### config.mk
export PLATFORM = sky130hd
export DESIGN_NAME = sscm_queue
export DESIGN_NICKNAME = d
export VERILOG_FILES = /design/src/design/sscm_pkg.sv /design/src/design/sscm_queue.sv
export SDC_FILE = /design/constraint.sdc
export NUM_CORES = 1
export LEC_CHECK = 0
export BUFFER_PORTS_ARGS = -buffer_cell sky130_fd_sc_hd__buf_2
export CAP_MARGIN = 20
export CORE_MARGIN = 1
export CORE_UTILIZATION = 50
export DETAILED_ROUTE_END_ITERATION = 12
export HOLD_SLACK_MARGIN = 0.12
export PLACE_DENSITY = 0.72
export RECOVER_POWER = 25
export SLEW_MARGIN = 0
export SYNTH_ARGS = -nofsm -noshare
export SYNTH_HDL_FRONTEND = slang
export SYNTH_SLANG_ARGS = --single-unit
### constraint.sdc
create_clock -name i_clk -period 7 [get_ports i_clk]
set_clock_uncertainty 0.15 [all_clocks]
set_input_delay 1.05 -clock i_clk [delete_from_list [all_inputs] [get_ports i_clk]]
set_output_delay 1.05 -clock i_clk [all_outputs]
set_load 0.02 [all_outputs]
### src/design/sscm_pkg.sv
package sscm_pkg;

    // Store geometry and timestamp width
    localparam int MAX_ENTRIES = 1024;
    localparam int TIME_BITS   = 32;
    localparam int IDX_W       = $clog2(MAX_ENTRIES);
    localparam int POS_W       = $clog2(MAX_ENTRIES + 1);

    // Command queue between front and back
    localparam int Q_DEPTH = 4;
    localparam int Q_PTR_W = $clog2(Q_DEPTH);
    localparam int Q_CNT_W = $clog2(Q_DEPTH + 1);

    // Command codes on the input channel
    localparam logic [1:0] CMD_WRITE   = 2'd0;
    localparam logic [1:0] CMD_QUERY   = 2'd1;
    localparam logic [1:0] CMD_RESTART = 2'd2;
    localparam logic [1:0] CMD_UNUSED  = 2'd3;

    // Decoded operation carried through the queue
    typedef enum logic [1:0] {
        OP_WRITE,
        OP_QUERY,
        OP_RESTART
    } t_op;

    typedef struct packed {
        t_op                         op;
        logic [IDX_W-1:0]            index;
        logic signed [TIME_BITS-1:0] value;
    } t_item;

    // Back-end sequencer
    typedef enum logic [1:0] {
        ST_IDLE,
        ST_CMP,
        ST_RESULT
    } t_back_state;

endpackage

### src/design/sscm_queue.sv
module sscm_queue (
    input  logic            i_clk,
    input  logic            i_rst_n,
    input  logic            i_push,
    input  sscm_pkg::t_item i_item,
    output logic            o_ready,
    output logic            o_valid,
    output sscm_pkg::t_item o_item,
    input  logic            i_pop
);

    sscm_pkg::t_item                r_slot [sscm_pkg::Q_DEPTH];
    logic [sscm_pkg::Q_PTR_W-1:0]   r_wptr;
    logic [sscm_pkg::Q_PTR_W-1:0]   r_rptr;
    logic [sscm_pkg::Q_CNT_W-1:0]   r_count;
    logic                           do_push;
    logic                           do_pop;

    assign o_ready = (r_count != sscm_pkg::Q_CNT_W'(sscm_pkg::Q_DEPTH));
    assign o_valid = (r_count != '0);
    assign o_item  = r_slot[r_rptr];
    assign do_push = i_push && o_ready;
    assign do_pop  = i_pop && o_valid;

    // Pointers and fill count
    always_ff @(posedge i_clk) begin
        if (!i_rst_n) begin
            r_wptr  <= '0;
            r_rptr  <= '0;
            r_count <= '0;
        end else begin
            if (do_push) begin
                r_wptr <= r_wptr + 1'b1;
            end
            if (do_pop) begin
                r_rptr <= r_rptr + 1'b1;
            end
            if (do_push && !do_pop) begin
                r_count <= r_count + 1'b1;
            end else if (do_pop && !do_push) begin
                r_count <= r_count - 1'b1;
            end
        end
    end

    // Slot storage
    always_ff @(posedge i_clk) begin
        if (do_push) begin
            r_slot[r_wptr] <= i_item;
        end
    end

endmodule

==> metrics.md, run 1 <==
| Metric | Value |
|---|---|
| Final setup TNS | 0 ps |
| Wirelength per Cell | ~19 um |
| IO Port Bufs | between 90 and 100 |
| Die height | between 100 and 150 um |
| Worst R2R Start | r_count[0]$_SDFFE_PN0P_ |
| Top-count cell post-synth | edfxtp_1 |
| Flop pwr share | 0.469 |
| Top cells by area, synth | edfxtp_1 77%, mux4_2 13%, dfxtp_1 2.6% |
| Critical Path RT | just under 6000 ps |
| Cell Pwr Density | between 300 and 400 nW/um^2 |
| Final setup vio count | 0 |
| Synth Instances | approximately 280 |
| Clk root buf | clkbuf_16 |
| Post-CTS sizing | 0 |
| Post-CTS setup repair buffer count | 0 |
| Die ar. | around 14000 um^2 |
| Yosys top cell area share | 0.766 |
| CTS tree | done |
| FF-to-FF End | r_slot[3][36]$_DFFE_PP_ |
| Vias in the first global route | between 3000 and 4000 |
| Diodes inserted | 0 |
| RSZ-0062 raised after global routing | no |
| Largest net degree at the start of global routing | 45 |
| # IOs | 94 |
| CTS Buffer Depth | 2 |
| Setup Crit Path Kind | register to output port |
| Ys async rst share | 0 |
| Sink Count | approximately 190 |
| Worst reg-to-reg setup slack | about 4500 ps |
| CP max-delay cell | dfxtp_4 |
| WP data arrival | ~2200 ps |
| Worst hold-check path type | register to register |
| Vias/cell | about 5.3 |
| 1st-iter DRT viols | around 210 |
| CP max FO | 44 |
| Htree depth | 4 |
| Fin cells | between 500 and 600 |
| Switching part of the total | 0.271 |
| Psw | between 800 and 900 uW |
| Logic pwr share | 0.220 |
| First-pass GRT wire length | about 17000 um |
| Final wirelength | ~11000 um |
| Crit. End Element | output port |
| Layout cell share with drive strength beyond 1 | 0.375 |
| Synth Flop Type | edfxtp_1 |
| Via count | between 3000 and 4000 |
| Worst vdd ir | roughly 0.00021 V |
| End of the critical path | o_item[41] |
| DRT antenna net count | 0 |
| Hold-fix buffers, CTS | 0 |
| GRT Util Overall | 0.171 |
| Post-route DRC | 0 |
| Cell depth of the worst setup path | 2 |
| Yosys reg bits | around 190 |
| Total chip power | 3100 uW |
| Slew @ Worst Pin | just under 900 ps |
| Crit-path cells | mux4_1 > buf_2 |
| # Max-Cap Violations | 0 |
| Fin crit period | between 3000 and 4000 ps |
| Clock latency on the worst-skew pair | between 400 and 500 ps |
| Slew Viols, Final | 0 |
| Initial core utilization | 0.517 |
| WP buf/inv | 1 |
| Register area share after synthesis | 0.792 |
| Die W | roughly 120 um |
| Placed insts | approximately 540 |
| Clock-pin slew on the worst setup and hold paths | roughly 60 ps |
| Initial antenna violation count | 1 |
| Ys Warns | 0 |
| EDFF count, synth | roughly 180 |
| Core Region | between 10000 and 15000 um^2 |
| P_int | ~2300 uW |
| Std-Cell Rows | 42 |
| Reg2Reg Depth | 4 |
| Static Leak | 0.00269 uW |
| Total global routing overflow | 0 |
| Post-Syn Area per Cell | about 25 um^2 |
| DRT Pass-1 Iters | 4 |
| Kind of cell adding the most delay to the critical path | flip-flops |
| Synth cell count leaders | 176 x edfxtp_1, 40 x mux4_2, 9 x dfxtp_1 |
| Syn nets | 332 |
| Final #Nets | ~440 |
| Max frequency | between 0.2 and 0.3 GHz |
| TritonCTS Buffers | 17 |
| Slew headroom | 0.422 |
| Status | complete, no violations |
| Synth cell types | 25 |
| Synth area leader | edfxtp_1 |
| GPL Wtd Cong | roughly 0.67 |
| Final worst path period share | 0.485 |
| Crit path largest cell delay | around 930 ps |
| Final Hold Viols | 0 |
| Clock network power share | 0.311 |
| Post-DP HPWL | 6640 um |
| Area Overhead vs Synth | 17.2% |
| Post-synthesis cell area | between 6000 and 7000 um^2 |
| CP Launch Type | register |
[worst min path at each step]
stage                     cells past startpoint                     end              startpoint
final                                         2  r_wptr[0]$_SDFFE_PN0P_  r_wptr[0]$_SDFFE_PN0P_
after detailed placement                      2  r_wptr[0]$_SDFFE_PN0P_  r_wptr[0]$_SDFFE_PN0P_
after floorplan                               2  r_wptr[1]$_SDFFE_PN0P_  r_wptr[1]$_SDFFE_PN0P_
after global routing                          2  r_wptr[1]$_SDFFE_PN0P_  r_wptr[1]$_SDFFE_PN0P_
after CTS                                     2  r_wptr[0]$_SDFFE_PN0P_  r_wptr[0]$_SDFFE_PN0P_
after global placement                        2  r_wptr[0]$_SDFFE_PN0P_  r_wptr[0]$_SDFFE_PN0P_
[sequential cells by signal (all words and copies together), names as in the netlist, named ones only]
register,cells
r_rptr,2
r_count,3
r_slot,176
r_wptr,2
[layout make-up]
| class | instances | area, um^2 |
|---|---|---|
| Sequential cell | 185 | 5470 |
| Timing Repair Buffer | 98 | 468 |
| Inverter | 3 | 11.3 |
| Clock inverter | 9 | 120 |
| Multi-Input combinational cell | 79 | 1310 |
| Tap cell | 176 | 220 |
| Clock buffer | 23 | 488 |
| Fill cell | 969 | 5260 |
[layer usage]
layer,wire length (um),global-route usage,vias to the layer above
met1,4670,0.218,1552
li1,-,-,1381
met5,17,0,-
met2,5550,0.266,89
met3,739,0.0675,15
met4,114,0.0633,2
[cells in the final DEF (no fill, tap or decap), drive strengths merged, types with 3 or more instances in the layout]
master / instances
nand2: 5
buf: 70
dfxtp: 9
xnor2: 3
inv: 3
bufinv: 3
edfxtp: 176
clkinv: 6
ha: 5
mux4: 44
mux2i: 3
clkbuf: 51
and2: 8
[logic make-up (layout without fill, tap and decap cells)]
logic type               after synthesis  count (layout)  synth area share
adder cells (fa/ha/maj)                6               6            0.0120
AND/OR/NAND/NOR                       17              17            0.0132
AO/OA/AOI/OAI                          5               5           0.00888
buffers and inverters                 14             133            0.0190
multiplexers                          47              47             0.150
XOR/XNOR                               4               4           0.00508
flip-flops                           185             185             0.792
[power by group through the flow]
| stage | Sequential (uW) | Combinational (uW) | Clock, uW |
|---|---|---|---|
| final | 1460 | 684 | 964 |
| after global routing | 1480 | 727 | 1030 |
| after CTS | 1470 | 698 | 983 |
| after detailed placement | 1490 | 695 | 0 |
| after global placement | 1480 | 689 | 0 |
| after floorplan | 1400 | 602 | 0 |
[stage by stage]
step / util / cell area [um^2] / setup slack [ps] / hold slack, ps
after floorplan: - / 6900 / 4020 / 318
after global placement: 0.563 / 7520 / 3950 / 329
after detailed placement: 0.563 / 7520 / 3890 / 351
after CTS: 0.609 / 8120 / 3500 / 360
after global routing: 0.606 / 8090 / 3410 / 382
final: 0.606 / 8090 / 3600 / 356
[worst reg2reg max path: stages, from the launching register on]
cell and delay (ps):
dfxtp_1 500, nor2_1 110, a21boi_2 350, and2_2 670, buf_4 430
Power figures use the tool's default switching activity.
==> inputs of run 2 (changes only) <==
==> constraint.sdc (replaced) <==
create_clock -name i_clk -period 3.5 [get_ports i_clk]
set_clock_uncertainty 0.15 [all_clocks]
set_input_delay 0.525 -clock i_clk [delete_from_list [all_inputs] [get_ports i_clk]]
set_output_delay 0.525 -clock i_clk [all_outputs]
set_load 0.02 [all_outputs]
==> run 2 against run 1 <==
  * Clock-buffer cell count fell by 4
  * Sequential share of layout area barely moved
  * Setup slack got worse by 3000 ps
  * Sequential cell count did not move
  * Design area barely moved
  * Clock power rose by 90%
  * Critical path depth rose by 1
  * Global-route usage rose by 0.26 points
  * First-iteration DRC count rose by 29%
  * Die area did not move
  * Hold slack got worse by 180 ps
  * Largest power group unchanged
==> metrics.md, run 2 (synthesis gave the netlist of run 1 again) <==
| Metric | Value |
|---|---|
| Status | complete, no violations |
| Largest net degree at the start of global routing | 45 |
| Critical Path RT | ~2800 ps |
| Layout cell share with drive strength beyond 1 | 0.379 |
| Clock latency on the worst-skew pair | 410 ps |
| First-pass GRT wire length | roughly 18000 um |
| Slew @ Worst Pin | 627 ps |
| DRT Pass-1 Iters | 4 |
| Post-CTS setup repair buffer count | 0 |
| CP Launch Type | register |
| CTS tree | done |
| Final wirelength | 11200 um |
| Crit-path cells | buf_4 > mux4_2 > buf_2 |
| Largest register FFs | between 150 and 200 |
| Crit path largest cell delay | 740 ps |
| Die height | 119 um |
| Fin crit period | 2880 ps |
| Hold-fix buffers, CTS | 0 |
| Std-Cell Rows | between 40 and 50 |
| Pre-CTS worst setup slack | between 900 and 1000 ps |
| Final setup TNS | 0 ps |
| Cell Pwr Density | 759 nW/um^2 |
| Die W | about 120 um |
| Die ar. | 14300 um^2 |
| WP buf/inv | 2 |
| Crit. End Element | output port |
| Final Hold Viols | 0 |
| Slew Viols, Final | 0 |
| Clock-pin slew on the worst setup and hold paths | roughly 60 ps |
| Slew headroom | 0.582 |
| Area Overhead vs Synth | 17.2% |
| IO Port Bufs | between 90 and 100 |
| CTS Buffer Depth | 2 |
| Vias/cell | between 5 and 6 |
| Worst vdd ir | about 0.00043 V |
| Static Leak | 0.00269 uW |
| Post-DP HPWL | roughly 7000 um |
| WP data arrival | approximately 2200 ps |
| Initial core utilization | 0.517 |
| Setup Crit Path Kind | register to output port |
| Kind of cell adding the most delay to the critical path | flip-flops |
| Via count | just over 3000 |
| Core Region | between 10000 and 15000 um^2 |
| Total global routing overflow | 0 |
| CP max FO | 30 |
| CP max-delay cell | dfxtp_4 |
| Final setup vio count | 0 |
| GRT Util Overall | 0.173 |
| Final worst path period share | 0.822 |
| Max frequency | around 0.35 GHz |
| DRT antenna net count | 0 |
| Top reg by flops | r_slot |
| GPL Wtd Cong | 0.662 |
| Post-route DRC | 0 |
| Final #Nets | approximately 440 |
| Sink Count | approximately 190 |
| Post-CTS sizing | 0 |
| # Max-Cap Violations | 0 |
| TritonCTS Buffers | 17 |
| # IOs | between 90 and 100 |
| RSZ-0062 raised after global routing | no |
| 1st-iter DRT viols | about 270 |
| Wirelength per Cell | between 15 and 20 um |
| Clk root buf | clkbuf_16 |
| Most common cell after layout, fill and taps aside | edfxtp_1 |
| Vias in the first global route | between 3000 and 4000 |
| Post-route setup slack | 622 ps |
| Worst hold-check path type | input port to register |
| Regs by FF count | r_slot: 176 flops, r_count: 3 flops |
| Diodes inserted | 0 |
| Initial antenna violation count | 0 |
| Commonest cells after routing, fill and taps aside | 176 x edfxtp_1, 65 x buf_2, 40 x mux4_2 |
| Htree depth | 4 |
-- run 2: metal layers --
metal	GRT usage	routed length [um]	vias up
met1	0.227	4750	1588
met3	0.0585	783	14
met2	0.268	5540	97
met4	0.0711	175	0
met5	0	0	-
li1	-	-	1397
-- run 2: path summary, 6_finish.rpt --
kind	from	end	slack, ps	cells after the start
worst max-delay path	register	o_item[2]	620	3
worst min-delay path	i_item[24]	r_slot[3][24]$_DFFE_PP_	170	1
worst max register to register	r_count[0]$_SDFFE_PN0P_	r_count[2]$_SDFFE_PN0P_	1000	8
worst min register to register	r_wptr[1]$_SDFFE_PN0P_	r_wptr[1]$_SDFFE_PN0P_	350	2
-- run 2: where the power goes --
| part | switching (uW) | internal (uW) |
|---|---|---|
| sequential | 167 | 2690 |
| combinational | 789 | 661 |
| clock | 729 | 1100 |
| total | 1690 | 4460 |
-- run 2: worst register-to-register path: cells and delay by family, from the launching register on --
family | cells | cell delay (ps)
fa+ha+maj | 2 | 620
xor+xnor | 1 | 180
compound gates | 2 | 510
flops | 1 | 500
simple gates | 2 | 420
buf+inv | 1 | 60
-- run 2: layout make-up --
type	count	area (um^2)
Clock buffer	19	433
Tap cell	176	220
Multi-Input combinational cell	79	1310
Sequential cell	185	5470
Inverter	3	11.3
Clock inverter	11	131
Timing Repair Buffer	104	513
Fill cell	990	5260
-- run 2: metrics by stage --
step / total power (uW) / util / hold slack, ps / std cells / cell area (um^2)
2_1_floorplan: 4010 / - / 318 / 278 / 6900
3_3_place_gp: 4370 / 0.566 / 326 / 547 / 7560
3_5_place_dp: 4400 / 0.566 / 353 / 547 / 7560
4_1_cts: 6230 / 0.609 / 143 / 577 / 8130
5_1_grt: 6420 / 0.606 / 173 / 577 / 8090
6_report: 6140 / 0.606 / 175 / 577 / 8090
